**config.mk**
```make
export PLATFORM = sky130hd
export DESIGN_NAME = round_robin_ready_queue
export DESIGN_NICKNAME = d
export VERILOG_FILES = /design/src/rtl/core/rrq_pkg.sv /design/src/rtl/core/rrq_mem.sv /design/src/rtl/core/rrq_ctrl.sv /design/src/rtl/core/round_robin_ready_queue.sv
export SDC_FILE = /design/constraint.sdc
export NUM_CORES = 1
export LEC_CHECK = 0
export ABC_AREA = 1
export ABC_CLOCK_PERIOD_IN_PS = 5100
export BUFFER_PORTS_ARGS = -buffer_cell sky130_fd_sc_hd__buf_2
export CAP_MARGIN = 10
export CORE_ASPECT_RATIO = 0.5
export CORE_MARGIN = 10
export CORE_UTILIZATION = 40
export DETAILED_ROUTE_END_ITERATION = 10
export PLACE_DENSITY = 0.55
export SETUP_SLACK_MARGIN = 0.3
export SYNTH_ARGS = -nofsm -noshare
export SYNTH_HDL_FRONTEND = slang
export SYNTH_SLANG_ARGS = --single-unit
```
**constraint.sdc**
```tcl
create_clock -name clk -period 5.1 [get_ports clk]
set_input_delay 0.255 -clock clk [delete_from_list [all_inputs] [get_ports clk]]
set_output_delay 0.255 -clock clk [all_outputs]
set_load 0.005 [all_outputs]
```
**src/rtl/core/rrq_pkg.sv**
```systemverilog
// ----------------------------------------------------------------------------
// Round-robin ready queue package
// Shared command and status codes, result flags and default sizes.
// ----------------------------------------------------------------------------
package rrq_pkg;

  localparam int QUEUE_DEPTH_DEF = 16;
  localparam int ID_BITS_DEF     = 8;

  typedef enum logic [1:0] {
    MODE_INIT      = 2'd0,
    MODE_READY     = 2'd1,
    MODE_NOT_READY = 2'd2,
    MODE_SCHEDULE  = 2'd3
  } mode_t;

  typedef enum logic [1:0] {
    ST_OK      = 2'd0,
    ST_FULL    = 2'd1,
    ST_MISSING = 2'd2
  } status_t;

  typedef struct packed {
    logic    switched;
    status_t status;
  } res_flags_t;

endpackage

```
**src/rtl/core/rrq_mem.sv**
```systemverilog
// ----------------------------------------------------------------------------
// Ready queue storage
// Simple dual-port memory, one write and one registered read per cycle.
// ----------------------------------------------------------------------------
module rrq_mem import rrq_pkg::*; #(
  parameter int QUEUE_DEPTH = QUEUE_DEPTH_DEF,
  parameter int ID_BITS     = ID_BITS_DEF,
  localparam int IDX_W      = $clog2(QUEUE_DEPTH)
) (
  input  logic               clk,
  input  logic               wr_en,
  input  logic [IDX_W-1:0]   wr_addr,
  input  logic [ID_BITS-1:0] wr_data,
  input  logic               rd_en,
  input  logic [IDX_W-1:0]   rd_addr,
  output logic [ID_BITS-1:0] rd_data
);

  logic [ID_BITS-1:0] mem_r [QUEUE_DEPTH];
  logic [ID_BITS-1:0] rd_data_r;

  always_ff @(posedge clk) begin
    if (wr_en) begin
      mem_r[wr_addr] <= wr_data;
    end
  end

  always_ff @(posedge clk) begin
    if (rd_en) begin
      rd_data_r <= mem_r[rd_addr];
    end
  end

  assign rd_data = rd_data_r;

endmodule

```
**src/rtl/core/rrq_ctrl.sv**
```systemverilog
// ----------------------------------------------------------------------------
// Ready queue sequencer
// Circular queue pointers, running thread and the read-modify-write passes.
// ----------------------------------------------------------------------------
module rrq_ctrl import rrq_pkg::*; #(
  parameter int QUEUE_DEPTH = QUEUE_DEPTH_DEF,
  parameter int ID_BITS     = ID_BITS_DEF,
  localparam int IDX_W      = $clog2(QUEUE_DEPTH),
  localparam int CNT_W      = $clog2(QUEUE_DEPTH + 1)
) (
  input  logic               clk,
  input  logic               rst_n,
  input  logic               cmd_valid,
  output logic               cmd_ready,
  input  mode_t              cmd_mode,
  input  logic [ID_BITS-1:0] cmd_id,
  output logic               rd_en,
  output logic [IDX_W-1:0]   rd_addr,
  input  logic [ID_BITS-1:0] rd_data,
  output logic               wr_en,
  output logic [IDX_W-1:0]   wr_addr,
  output logic [ID_BITS-1:0] wr_data,
  output logic               res_valid,
  input  logic               res_ready,
  output logic [ID_BITS-1:0] res_running,
  output logic [CNT_W-1:0]   res_queued,
  output res_flags_t         res_flags
);

  typedef enum logic [1:0] {
    S_IDLE,
    S_SCAN,
    S_SCHED,
    S_RESP
  } state_t;

  state_t             state_r,   state_nxt;
  logic [IDX_W-1:0]   head_r,    head_nxt;
  logic [CNT_W-1:0]   count_r,   count_nxt;
  logic [ID_BITS-1:0] running_r, running_nxt;
  logic [ID_BITS-1:0] id_r,      id_nxt;
  res_flags_t         flags_r,   flags_nxt;
  logic [CNT_W-1:0]   rd_idx_r,  rd_idx_nxt;
  logic [CNT_W-1:0]   cmp_idx_r, cmp_idx_nxt;
  logic               cmp_valid_r, cmp_valid_nxt;
  logic               found_r,   found_nxt;
  logic               hit;

  // Physical slot of the entry at offset off from the head
  function automatic logic [IDX_W-1:0] slot(input logic [IDX_W-1:0] base,
                                            input logic [CNT_W-1:0] off);
    logic [CNT_W:0] sum;
    sum = (CNT_W+1)'(base) + (CNT_W+1)'(off);
    if (sum >= (CNT_W+1)'(QUEUE_DEPTH)) begin
      sum = sum - (CNT_W+1)'(QUEUE_DEPTH);
    end
    return sum[IDX_W-1:0];
  endfunction

  assign hit = cmp_valid_r && !found_r && (rd_data == id_r);

  always_comb begin
    state_nxt     = state_r;
    head_nxt      = head_r;
    count_nxt     = count_r;
    running_nxt   = running_r;
    id_nxt        = id_r;
    flags_nxt     = flags_r;
    rd_idx_nxt    = rd_idx_r;
    cmp_idx_nxt   = cmp_idx_r;
    cmp_valid_nxt = 1'b0;
    found_nxt     = found_r;
    rd_en         = 1'b0;
    rd_addr       = head_r;
    wr_en         = 1'b0;
    wr_addr       = head_r;
    wr_data       = rd_data;

    unique case (state_r)
      S_IDLE: begin
        if (cmd_valid) begin
          id_nxt    = cmd_id;
          flags_nxt = '{switched: 1'b0, status: ST_OK};
          state_nxt = S_RESP;
          unique case (cmd_mode)
            MODE_INIT: begin
              running_nxt = cmd_id;
              count_nxt   = '0;
              head_nxt    = '0;
            end
            MODE_READY: begin
              if (count_r == CNT_W'(QUEUE_DEPTH)) begin
                flags_nxt.status = ST_FULL;
              end else begin
                wr_en     = 1'b1;
                wr_addr   = slot(head_r, count_r);
                wr_data   = cmd_id;
                count_nxt = count_r + 1'b1;
              end
            end
            MODE_NOT_READY: begin
              if (count_r == '0) begin
                flags_nxt.status = ST_MISSING;
              end else begin
                rd_idx_nxt = '0;
                found_nxt  = 1'b0;
                state_nxt  = S_SCAN;
              end
            end
            MODE_SCHEDULE: begin
              if (count_r != '0) begin
                rd_en     = 1'b1;
                rd_addr   = head_r;
                state_nxt = S_SCHED;
              end
            end
          endcase
        end
      end

      S_SCAN: begin
        // Issue one read a cycle; compare the entry read last cycle
        if (rd_idx_r != count_r) begin
          rd_en         = 1'b1;
          rd_addr       = slot(head_r, rd_idx_r);
          rd_idx_nxt    = rd_idx_r + 1'b1;
          cmp_idx_nxt   = rd_idx_r;
          cmp_valid_nxt = 1'b1;
        end
        if (cmp_valid_r) begin
          if (hit) begin
            found_nxt = 1'b1;
          end else if (found_r) begin
            // Close the gap: move this entry one place toward the head
            wr_en   = 1'b1;
            wr_addr = slot(head_r, cmp_idx_r - 1'b1);
            wr_data = rd_data;
          end
          if (cmp_idx_r == count_r - 1'b1) begin
            state_nxt = S_RESP;
            if (found_r || hit) begin
              count_nxt = count_r - 1'b1;
            end else begin
              flags_nxt.status = ST_MISSING;
            end
          end
        end
      end

      S_SCHED: begin
        // Head leaves first, so on a full queue the tail slot is the old head
        wr_en              = 1'b1;
        wr_addr            = slot(head_r, count_r);
        wr_data            = running_r;
        running_nxt        = rd_data;
        head_nxt           = slot(head_r, CNT_W'(1));
        flags_nxt.switched = 1'b1;
        state_nxt          = S_RESP;
      end

      S_RESP: begin
        if (res_ready) begin
          state_nxt = S_IDLE;
        end
      end

      default: begin
        state_nxt = S_IDLE;
      end
    endcase
  end

  always_ff @(posedge clk) begin
    if (!rst_n) begin
      state_r     <= S_IDLE;
      head_r      <= '0;
      count_r     <= '0;
      running_r   <= '0;
      cmp_valid_r <= 1'b0;
      found_r     <= 1'b0;
    end else begin
      state_r     <= state_nxt;
      head_r      <= head_nxt;
      count_r     <= count_nxt;
      running_r   <= running_nxt;
      cmp_valid_r <= cmp_valid_nxt;
      found_r     <= found_nxt;
    end
  end

  always_ff @(posedge clk) begin
    id_r      <= id_nxt;
    flags_r   <= flags_nxt;
    rd_idx_r  <= rd_idx_nxt;
    cmp_idx_r <= cmp_idx_nxt;
  end

  assign cmd_ready   = (state_r == S_IDLE);
  assign res_valid   = (state_r == S_RESP);
  assign res_running = running_r;
  assign res_queued  = count_r;
  assign res_flags   = flags_r;

endmodule

```
**src/rtl/core/round_robin_ready_queue.sv**
```systemverilog
// ----------------------------------------------------------------------------
// Round-robin ready queue
// Thread ready queue with a running-thread register and one result per command.
// ----------------------------------------------------------------------------
// Usage:
//   Input stream: in_tuser carries the command (init, ready, not ready,
//   schedule), in_tdata the thread identifier. Every command yields exactly one
//   result transaction on the output stream carrying the running thread, the
//   switched flag, the queue occupancy and a status code.
//   The queue is a circular buffer in a one-read, one-write memory; the head
//   pointer, count and running thread sit in flip-flops.
//   Steps per command: init, ready, and not ready or schedule on an empty
//   queue go straight to the result; schedule on a non-empty queue does one
//   memory read of the head, then the write-back of the old thread.
//   Not ready on a non-empty queue scans every queued entry through the memory
//   read port, one per cycle, moving later entries up as it goes.
//   Reset (rst_n low, synchronous) empties the queue and makes thread 0 the
//   running thread; memory contents are not cleared.
//   A result waits in the output register while out_tready is low; the next
//   command is still taken and worked on, and holds only when its own result
//   finds the output register occupied.
// ----------------------------------------------------------------------------
module round_robin_ready_queue import rrq_pkg::*; #(
  parameter int QUEUE_DEPTH = QUEUE_DEPTH_DEF,
  parameter int ID_BITS     = ID_BITS_DEF,
  localparam int CNT_W      = $clog2(QUEUE_DEPTH + 1),
  localparam int IN_W       = ((ID_BITS + 7) / 8) * 8,
  localparam int OUT_BITS   = ID_BITS + 1 + CNT_W + 2,
  localparam int OUT_W      = ((OUT_BITS + 7) / 8) * 8
) (
  input  logic             clk,
  input  logic             rst_n,
  input  logic             in_tvalid,
  output logic             in_tready,
  input  logic [IN_W-1:0]  in_tdata,  // thread_id
  input  logic [1:0]       in_tuser,  // mode
  output logic             out_tvalid,
  input  logic             out_tready,
  output logic [OUT_W-1:0] out_tdata  // running_id, switched, queued, status
);

  localparam int IDX_W = $clog2(QUEUE_DEPTH);

  logic               rd_en;
  logic [IDX_W-1:0]   rd_addr;
  logic [ID_BITS-1:0] rd_data;
  logic               wr_en;
  logic [IDX_W-1:0]   wr_addr;
  logic [ID_BITS-1:0] wr_data;

  logic               res_valid;
  logic               res_ready;
  logic [ID_BITS-1:0] res_running;
  logic [CNT_W-1:0]   res_queued;
  res_flags_t         res_flags;

  logic               out_valid_r;
  logic [OUT_W-1:0]   out_data_r;

  rrq_mem #(
    .QUEUE_DEPTH (QUEUE_DEPTH),
    .ID_BITS     (ID_BITS)
  ) u_mem (
    .clk     (clk),
    .wr_en   (wr_en),
    .wr_addr (wr_addr),
    .wr_data (wr_data),
    .rd_en   (rd_en),
    .rd_addr (rd_addr),
    .rd_data (rd_data)
  );

  rrq_ctrl #(
    .QUEUE_DEPTH (QUEUE_DEPTH),
    .ID_BITS     (ID_BITS)
  ) u_ctrl (
    .clk         (clk),
    .rst_n       (rst_n),
    .cmd_valid   (in_tvalid),
    .cmd_ready   (in_tready),
    .cmd_mode    (mode_t'(in_tuser)),
    .cmd_id      (in_tdata[ID_BITS-1:0]),
    .rd_en       (rd_en),
    .rd_addr     (rd_addr),
    .rd_data     (rd_data),
    .wr_en       (wr_en),
    .wr_addr     (wr_addr),
    .wr_data     (wr_data),
    .res_valid   (res_valid),
    .res_ready   (res_ready),
    .res_running (res_running),
    .res_queued  (res_queued),
    .res_flags   (res_flags)
  );

  // Take a new result when the output register is empty or being drained
  assign res_ready = !out_valid_r || out_tready;

  always_ff @(posedge clk) begin
    if (!rst_n) begin
      out_valid_r <= 1'b0;
    end else if (res_valid && res_ready) begin
      out_valid_r <= 1'b1;
    end else if (out_tready) begin
      out_valid_r <= 1'b0;
    end
  end

  // Pack fields from the lowest bit up, zero padded to whole bytes
  always_ff @(posedge clk) begin
    if (res_valid && res_ready) begin
      out_data_r <= OUT_W'({res_flags.status, res_queued, res_flags.switched, res_running});
    end
  end

  assign out_tvalid = out_valid_r;
  assign out_tdata  = out_data_r;

endmodule
```
==> results.toml, run 1 <==
[status]
outcome = "finished clean"

[timing]
fin_skew_ns = 0.007895
hold_ws_ns = 0.03929
min_period_ns = 3.496
setup-tns-final_ns = 0
slew_headroom_pct = 30.73
fin_crit_sh_pct = 68.54
slew_violations = 0
rsz0062_at_grt = "false"
setup_violations = 0
hold_viol = 0
worstMarginPinSlew_ns = 1.033
fmax_mhz = 286.1

[cts]
cts_setup_buffers = 0
hold_buffers = 0
cts.sinks = 195
insertion_delay_ns = 0.44
clock_path_buffers = 2
clk_pin_slew_ns = 0.07
cts_resized = 0
cts_max_level = 4
root_buffer = "clkbuf_16"
cts_tree = "built"
numCtsBuffers = 17

[placement]
dpl.hpwl_mm = 17.02
portBuffers = 31
place_area_um2 = 10140
gp_congestion = 0.9004

[setup_path]
critPathKind = "flop to flop"
startpoint_type = "flop"
worstPathArrival_ns = 3.56
end_kind = "flop"
required_ns = 5.17
worstPathMaxFanout = 20

[power_and_ir_drop]
internal_power_mw = 3.928
switching_share_pct = 44.16
seq_power_share_pct = 36.9
p_per_area_nw_per_um2 = 658.1
p_leak_nw = 4.581
comb_power_share_pct = 44.7
p_clk_share_pct = 18.3
switching_power_mw = 3.107
vdd_drop_max_uv = 258.1

[floorplanning]
die_area_um2 = 31430
ios = 32
die_w_um = 240.9
core_area_um2 = 24020
initial_core_util_pct = 40.64
die_h_um = 130.5
rows = 40

[cells_and_area]
drive_gt1_share_pct = 9.905
area_growth_pct = 9.511
fin_nets = 1077
nFillCells = 2286
final_area_um2 = 10690
antenna_cells = 0
multi_input_comb_area_um2 = 3089
final-seq-area_um2 = 5635

[synthesis]
synth_area_per_cell_um2 = 9.656
synthMuxAreaShare_pct = 0
synth_area_leaders = "edfxtp_1 (53%), nand3_1 (8.9%), inv_1 (7.6%)"
ys_seq_area_share_pct = 57.73
yosysWarnings = 0
synth_area_leader_cell = "edfxtp_1"
synth_top_family_by_area = "simple AND/OR/NAND/NOR gates"
synthDistinctLibCells = 41
synth-seq-cells = 195
netlist_instances = 1011
synthArstFlopShare_pct = 0
synth_nets = 1050
synthAdderAreaFrac_pct = 3.435
synth-simple-area-share_pct = 21.05
synth-edff-count = 173
synth-compound-area-share_pct = 4.999
synth_common_cells = "inv_1 (198), nand2_1 (198), nand3_1 (174)"
netlist.area_leader.share_pct = 53.22
syn_area_um2 = 9762
synth_xor_area_share_pct = 2.076
synthFlopType = "edfxtp_1"

[grt]
grt_overflow = 0
grt_pass1_vias = 6570
grt_first_pass_wirelength_mm = 37.91
grt_usage_pct = 15.99
antenna_found_initial = 0
grt_max_degree = 49

[routing]
viasPerCell = 5.095
wl_mm = 24.55
drtAntennaViolNets = 0
drc_errors = 0
drt_first_pass_iters = 7
wl_per_cell_um = 17.99
drt-initial-drc-count = 633
vias = 6954

[worst_hold_path]
hp-class = "primary input to flop"

[job]
drv_cap = 0
==> layout by cell type, fill, tap and decap left out, types with 3 or more instances in the layout <==
cell	netlist	final
dfxtp_1	22	22
buf_2	9	31
nand3_2	4	4
a31oi_1	10	10
a21oi_1	18	17
edfxtp_1	173	173
inv_6	0	5
fa_1	3	3
clkbuf_16	0	17
o22ai_1	5	5
ha_1	22	22
buf_4	5	11
nand2_4	5	5
nand2_1	198	198
clkinv_1	3	4
inv_1	198	198
o221ai_1	8	8
nor2_1	54	54
xor2_1	15	15
nand2_2	4	4
or2_2	4	4
o21ai_0	20	20
nand3_1	174	174
xnor2_1	5	5
inv_2	4	4
o21ai_4	3	3
a211oi_1	3	3
nand4_1	3	3
==> area by class of cell <==
class / count / area share [%]
Clock buffer: 18 / 4.014
Clock inverter: 13 / 1.147
Inverter: 207 / 7.315
Multi-Input combinational cell: 575 / 28.90
Sequential cell: 195 / 52.72
Tap cell: 315 / 3.687
Timing Repair Buffer: 42 / 2.224
==> cells by family (layout without fill, tap and decap cells) <==
| group | Yosys count | in the layout |
|---|---|---|
| AO/OA/AOI/OAI | 75 | 75 |
| XOR/XNOR | 21 | 21 |
| adder cells (fa/ha/maj) | 25 | 25 |
| buffers and inverters | 241 | 280 |
| flip-flops | 195 | 195 |
| AND/OR/NAND/NOR | 454 | 454 |
==> stage by stage <==
stage	utilization, %	setup WS [ns]	total power, mW	cells
detailed placement	42.20	1.727	5.771	1334
global placement	42.20	1.816	5.756	1334
finish	44.50	1.604	7.036	1365
CTS	44.50	1.707	7.069	1365
floorplan	-	2.425	4.825	1011
global route	44.50	1.360	7.537	1365
==> worst max-delay path: stages, from the launching register on <==
cell	delay, ns
dfxtp_1	0.33
inv_1	0.10
ha_1	0.62
clkinv_1	0.46
nand2_1	0.25
inv_1	0.10
o22ai_1	0.15
nand2_1	0.07
nand2_1	0.11
nand3_1	0.21
nor2_1	0.72
==> path summary, 6_finish.rpt <==
kind,start,slack (ns),to,cells past startpoint
max,u_ctrl.state_r[0]$_SDFFE_PN0P_,1.60,u_mem.mem_r[6][5]$_DFFE_PP_,10
min,in_tdata[7],0.04,u_ctrl.id_r[7]$_DFFE_PP_,1
max reg2reg,u_ctrl.state_r[0]$_SDFFE_PN0P_,1.60,u_mem.mem_r[6][5]$_DFFE_PP_,10
min reg2reg,u_ctrl.res_flags[1]$_SDFFCE_PP1P_,0.42,out_tdata[15]$_DFFE_PP_,0
==> per-layer routing <==
layer	GRT usage [%]	share of wire [%]
met5	0	0
met4	5.219	1.7
met3	3.177	6.4
met2	25.86	46
met1	21.30	46
==> flip-flops by register name, summed over array words and instances (netlist names), 2 cells and up <==
register and count:
u_mem.rd_data 8, u_ctrl.id_r 8, u_ctrl.cmp_idx_r 5, u_ctrl.res_queued 5, u_ctrl.res_flags 3, u_ctrl.rd_idx_r 5, out_tdata 16, u_mem.mem_r 128
u_ctrl.head_r 4, u_ctrl.res_running 8, u_ctrl.state_r 2
==> power by group through the flow <==
stage               clock network (mW)  logic [mW]  registers [mW]
detailed placement                   0        3.14            2.63
global placement                     0        3.13            2.63
floorplan                            0        2.30            2.53
finish                            1.29        3.15            2.60
CTS                               1.31        3.16            2.60
global route                      1.38        3.53            2.63
(Power assumes the default switching activity.)
==> run 2, diff against run 1 <==
--- a/config.mk
+++ b/config.mk
@@ -6,7 +6,7 @@
 export NUM_CORES = 1
 export LEC_CHECK = 0
 export ABC_AREA = 1
-export ABC_CLOCK_PERIOD_IN_PS = 5100
+export ABC_CLOCK_PERIOD_IN_PS = 3300
 export BUFFER_PORTS_ARGS = -buffer_cell sky130_fd_sc_hd__buf_2
 export CAP_MARGIN = 10
 export CORE_ASPECT_RATIO = 0.5
==> constraint.sdc (replaced) <==
create_clock -name clk -period 3.3 [get_ports clk]
set_input_delay 0.165 -clock clk [delete_from_list [all_inputs] [get_ports clk]]
set_output_delay 0.165 -clock clk [all_outputs]
set_load 0.005 [all_outputs]
==> run 2 against run 1 <==
Non-clock buffer count is 39 higher. Global-route usage is 0.27 points lower. Cell count is 2.9% higher. Clock skew is 0.0034 ns higher. Largest cell class unchanged. Largest power group unchanged. Highest routed layer unchanged.
==> results.toml, run 2 (same netlist as run 1, synthesis figures left out) <==
[setup_path]
cp.depth = 10
critPathKind = "flop to flop"
required_ns = 3.60
worstPathArrival_ns = 3.14
cp_cell_sequence = "ha_1 -> inv_1 -> fa_1 -> xor2_1 -> inv_1 -> o21ai_4 -> inv_4 -> nand3_1 -> nand3_1 -> nand2_1"
critPathTopFamily = "adder cells"
crit_path_max_incr_delay_ns = 0.55
end_kind = "flop"
cpMaxStageDelayCell = "dfxtp_1"
path_buf_inv = 3
startpoint_type = "flop"
worstPathMaxFanout = 17
rr_worst_depth = 10

[timing]
worstMarginPinSlew_ns = 0.9626
setup_violations = 0
min_period_ns = 2.838
slew_headroom_pct = 35.82
slew_violations = 0
setup-tns-final_ns = 0
hold_viol = 0
fin_crit_sh_pct = 86.01
rsz0062_at_grt = "false"
fmax_mhz = 352.3
hold_ws_ns = 0.01302
fin_skew_ns = 0.01132

[cts]
insertion_delay_ns = 0.44
root_buffer = "clkbuf_16"
cts_tree = "built"
clk_pin_slew_ns = 0.07
cts_max_level = 4
numCtsBuffers = 17
cts.sinks = 195
cts_setup_buffers = 0
clock_path_buffers = 2

[worst_hold_path]
hold_depth = 4
hp-class = "primary input to flop"

[grt]
grt_max_degree = 49
grt_first_pass_wirelength_mm = 37.87
grt_pass1_vias = 6735
grt_overflow = 0
grt_usage_pct = 15.72
antenna_found_initial = 0

[floorplanning]
core_area_um2 = 24020
initial_core_util_pct = 40.64
rows = 40
die_h_um = 130.5
die_area_um2 = 31430
ios = 32
die_w_um = 240.9

[power_and_ir_drop]
switching_share_pct = 43.47
p_total_mw = 11.26
internal_power_mw = 6.362
p_clk_share_pct = 18.9
switching_power_mw = 4.893
seq_power_share_pct = 35.0
p_leak_nw = 4.809
vdd_drop_max_uv = 491.7
comb_power_share_pct = 46.0
p_per_area_nw_per_um2 = 1013

[cells_and_area]
final_common_cell = "inv_1"
drive_gt1_share_pct = 13.30
fin_nets = 1116
regMostFlops = "u_mem.mem_r"
final_area_um2 = 11110
layout_common_cells = "inv_1 (197), nand2_1 (195), nand3_1 (173), edfxtp_1 (173), nor2_1 (53)"
largest_register_ffs = 128
antenna_cells = 0
area_growth_pct = 13.79

[placement]
gp_congestion = 0.8655
dpl.hpwl_mm = 16.68
place_area_um2 = 10390
portBuffers = 31

[status]
outcome = "finished clean"

[routing]
drt-initial-drc-count = 503
wl_per_cell_um = 17.28
drtAntennaViolNets = 0
viasPerCell = 5.026
drc_errors = 0
vias = 7062
wl_mm = 24.28
drt_first_pass_iters = 6

[job]
drv_cap = 0
## run 2: layout make-up
cell class,instances,area [um2]
Timing Repair Buffer,81,575.6
Tap cell,315,394.1
Inverter,207,782.0
Multi-Input combinational cell,575,3124
Clock inverter,15,168.9
Clock buffer,17,425.4
Fill cell,2265,12910
Sequential cell,195,5638
## run 2: worst min-delay path, delay by kind of cell
kind                   cells  cell delay (ns)
AND/OR/NAND/NOR            1             0.06
AO/OA/AOI/OAI              1             0.05
buffers and inverters      2             0.13
## run 2: routing by layer
metal	routed length (um)	GRT usage, %	vias to the layer above	share of wire [%]
met2	11290	25.53	182	46
li1	-	-	3444	-
met5	0	0	-	0
met4	443	5.035	0	1.8
met1	11110	21.14	3407	46
met3	1449	2.717	29	6.0
## run 2: per-stage QoR
step	utilization, %	worst slack (ns)	instances
3_3_place_gp	43.26	0.3613	1365
6_report	46.24	0.4617	1405
5_1_grt	46.24	0.2798	1405
2_1_floorplan	-	0.6250	1011
3_5_place_dp	43.26	0.3273	1365
4_1_cts	46.07	0.3611	1405
## run 2: power by group through the flow
stage	clock (mW)	combinational [mW]	sequential [mW]
5_1_grt	2.25	5.75	3.99
2_1_floorplan	0	3.55	3.90
6_report	2.13	5.18	3.94
3_5_place_dp	0	5.14	3.99
3_3_place_gp	0	5.09	3.98
4_1_cts	2.16	5.19	3.94
## run 2: path summary, 6_finish.rpt
kind	start	end	slack (ns)
worst max-delay path	u_ctrl.head_r[0]$_SDFFE_PN0P_	u_mem.rd_data[5]$_DFFE_PP_	0.46
worst min-delay path	out_tready	out_tvalid$_SDFFE_PN0P_	0.01
worst max register to register	u_ctrl.head_r[0]$_SDFFE_PN0P_	u_mem.rd_data[5]$_DFFE_PP_	0.46
worst min register to register	u_ctrl.res_flags[0]$_SDFFCE_PP0P_	out_tdata[14]$_DFFE_PP_	0.42
## run 2: what timing repair did
item,CTS,global route
endpoints found under the setup margin,5,130
endpoints found under the hold margin,8,0
resized for setup,1,11
hold buffers,8,0
pin swaps,0,1
==> run 3, diff against run 2 <==
--- a/config.mk
+++ b/config.mk
@@ -7,14 +7,15 @@
 export LEC_CHECK = 0
 export ABC_AREA = 1
 export ABC_CLOCK_PERIOD_IN_PS = 3300
-export BUFFER_PORTS_ARGS = -buffer_cell sky130_fd_sc_hd__buf_2
 export CAP_MARGIN = 10
 export CORE_ASPECT_RATIO = 0.5
 export CORE_MARGIN = 10
 export CORE_UTILIZATION = 40
 export DETAILED_ROUTE_END_ITERATION = 10
-export PLACE_DENSITY = 0.55
+export DONT_BUFFER_PORTS = 1
+export PLACE_DENSITY = 0.54
 export SETUP_SLACK_MARGIN = 0.3
 export SYNTH_ARGS = -nofsm -noshare
 export SYNTH_HDL_FRONTEND = slang
+export SYNTH_HIERARCHICAL = 1
 export SYNTH_SLANG_ARGS = --single-unit
==> run 3 against run 2 <==
Sequential share of layout area rose by 0.88 points. Cell count decreased by 2.7%. Critical path depth grew 8. Utilization is 0.94 points higher. Wire length down 2.6%. Critical endpoint is now u_mem/mem_r[11][3]$_DFFE_PP_. Sequential cell count unchanged. Final area fell by 1.8%. Global-route usage is 0.17 points lower. Register-to-register slack got worse by 0.08 ns. Maximum frequency down 2.6%.
==> results.toml, run 3 <==
[status]
outcome = "finished clean"

[floorplanning]
rows = 39
ios = 32
initial_core_util_pct = 41.21
die_w_um = 238.3
die_h_um = 129.2
core_area_um2 = 23130
die_area_um2 = 30780

[placement]
gp_congestion = 0.8334
dpl.hpwl_mm = 16.37
place_ws_ns = 0.2276
portBuffers = 0

[setup_path]
worstPathArrival_ns = 3.06
startpoint_type = "flop"
timing.rr.start = "u_ctrl/cmp_idx_r[0]$_DFFE_PP_"
critPathKind = "flop to flop"
end_kind = "flop"
required_ns = 3.45
critPathLaunch = "u_ctrl/cmp_idx_r[0]$_DFFE_PP_"
worstPathMaxFanout = 8

[cts]
numCtsBuffers = 17
clk_pin_slew_ns = 0.07
insertion_delay_ns = 0.44
clock_path_buffers = 2
root_buffer = "clkbuf_16"
cts_max_level = 4
cts.sinks = 195
cts_tree = "built"

[grt]
grt_usage_pct = 15.55
antenna_found_initial = 0
grt_max_degree = 49
grt_pass1_vias = 6620
grt_first_pass_wirelength_mm = 37.03
grt_overflow = 0

[cells_and_area]
drive_gt1_share_pct = 12.92
largest_register_ffs = 128
layout_common_cells = "nand2_1 (276), edfxtp_1 (173), inv_1 (147), nand3_1 (126)"
final_common_cell = "nand2_1"
fin_nets = 1086
antenna_cells = 0
regMostFlops = "u_mem/mem_r"
area_growth_pct = 14.49

[synthesis]
ys_seq_area_share_pct = 59.12
synth-seq-cells = 195
netlist_instances = 993
synth_area_per_cell_um2 = 9.599
synthDistinctLibCells = 45
yosysWarnings = 6
syn_area_um2 = 9532
synth_area_leader_cell = "edfxtp_1"
synthArstFlopShare_pct = 0
synth-edff-count = 173
synthFlopType = "edfxtp_1"
synth_nets = 1032
synth_area_leaders = "edfxtp_1 (55%), nand2_1 (11%), nand3_1 (6.7%)"
synth.most_common_cell = "nand2_1"
synth_common_cells = "nand2_1 (277), edfxtp_1 (173), inv_1 (151)"
netlist.area_leader.share_pct = 54.50

[timing]
fin_crit_sh_pct = 88.35
fin_skew_ns = 0.01240
setup_violations = 0
fin_ws_ns = 0.3845
setup-tns-final_ns = 0
min_period_ns = 2.915
slew_violations = 0
hold_viol = 0
worstMarginPinSlew_ns = 0.9445
fmax_mhz = 343.0
rsz0062_at_grt = "true"
hold_ws_ns = 0.06984
slew_headroom_pct = 37.03

[routing]
wl_per_cell_um = 17.31
viasPerCell = 4.961
drt_first_pass_iters = 5
drtAntennaViolNets = 0
wl_mm = 23.66
drc_errors = 0
vias = 6782
drt-initial-drc-count = 550

[power_and_ir_drop]
p_per_area_nw_per_um2 = 1048
vdd_drop_max_uv = 603.8
p_total_mw = 11.44
p_leak_nw = 4.601

[worst_hold_path]
hold_start = "in_tvalid"
hp-class = "primary input to flop"

[job]
drv_cap = 0
-- run 3: cell types whose count changed after synthesis, sizes merged, moves of 4 or more --
cell	delta
a21oi	-4
inv	-43
nand2	+73
nand3	-48
nand3b	+4
nor2	+9
o211ai	+5
o221ai	-8
xnor2	+6
xor2	-5
-- run 3: logic make-up (layout without fill, tap and decap cells) --
group           Yosys count  after routing  synth area share [%]
xor+xnor                 22             22                 2.100
simple gates            485            485                 21.90
buf+inv                 197            264                 9.031
flops                   195            195                 59.12
fa+ha+maj                25             25                 3.518
compound gates           69             69                 4.332
-- run 3: path summary, 6_finish.rpt --
| check | slack (ns) | cells after the start | to |
|---|---|---|---|
| max | 0.38 | 18 | u_mem/mem_r[11][3]$_DFFE_PP_ |
| min | 0.07 | 2 | u_ctrl/res_flags[2]$_DFFE_PP_ |
| max reg2reg | 0.38 | 18 | u_mem/mem_r[11][3]$_DFFE_PP_ |
| min reg2reg | 0.43 | 0 | out_tdata[15]$_DFFE_PP_ |
-- run 3: what timing repair did --
item / CTS / global route
hold buffers: 10 / 0
cloned: 0 / 0
pin swaps: 0 / 13
setup endpoints to repair: 96 / 123
buffers inserted: 0 / 5
endpoints found under the hold margin: 29 / 0
gates resized for setup: 1 / 23
-- run 3: worst max-delay path, cell delays in order (launching register included) --
cell and delay (ns):
edfxtp_1 0.37, inv_2 0.07, ha_4 0.27, inv_4 0.04, buf_12 0.11, ha_4 0.22
nand2_2 0.05, inv_2 0.03, o21ai_2 0.14, nand2_1 0.07, nand2_1 0.07, nand3_1 0.06
nand2_1 0.08, nand3_2 0.06, a22oi_2 0.24, buf_4 0.17, nand3b_1 0.21, nor2_1 0.17
buf_4 0.18
-- run 3: per-layer routing --
layer | up-vias | GRT usage [%] | share of wire [%]
li1 | 3348 | - | -
met1 | 3273 | 20.38 | 48
met2 | 138 | 25.51 | 46
met3 | 23 | 3.343 | 4.3
met4 | 0 | 4.906 | 1.3
met5 | - | 0 | 0
-- run 3: report_power, final --
group          total [mW]  leakage (nW)  internal [mW]  switching [mW]
Clock                2.00         0.257           1.05           0.945
Combinational        5.50          2.58           1.77            3.73
Sequential           3.94          1.77           3.64           0.298
-- run 3: cell type report --
cell class	count	area, um2
clock inverter	13	128.9
sequential	195	5635
fill	2170	12220
multi-input combinational	601	3128
inverter	163	615.6
clock buffer	19	432.9
tap	307	384.1
timing repair buffer	69	588.1
-- run 3: per-stage QoR --
| stage | util (%) | instances | area [um2] |
|---|---|---|---|
| floorplan | - | 993 | 9532 |
| global placement | 43.74 | 1320 | 10120 |
| CTS | 46.62 | 1362 | 10780 |
| detailed placement | 43.74 | 1320 | 10120 |
| global route | 47.18 | 1367 | 10910 |
| finish | 47.18 | 1367 | 10910 |
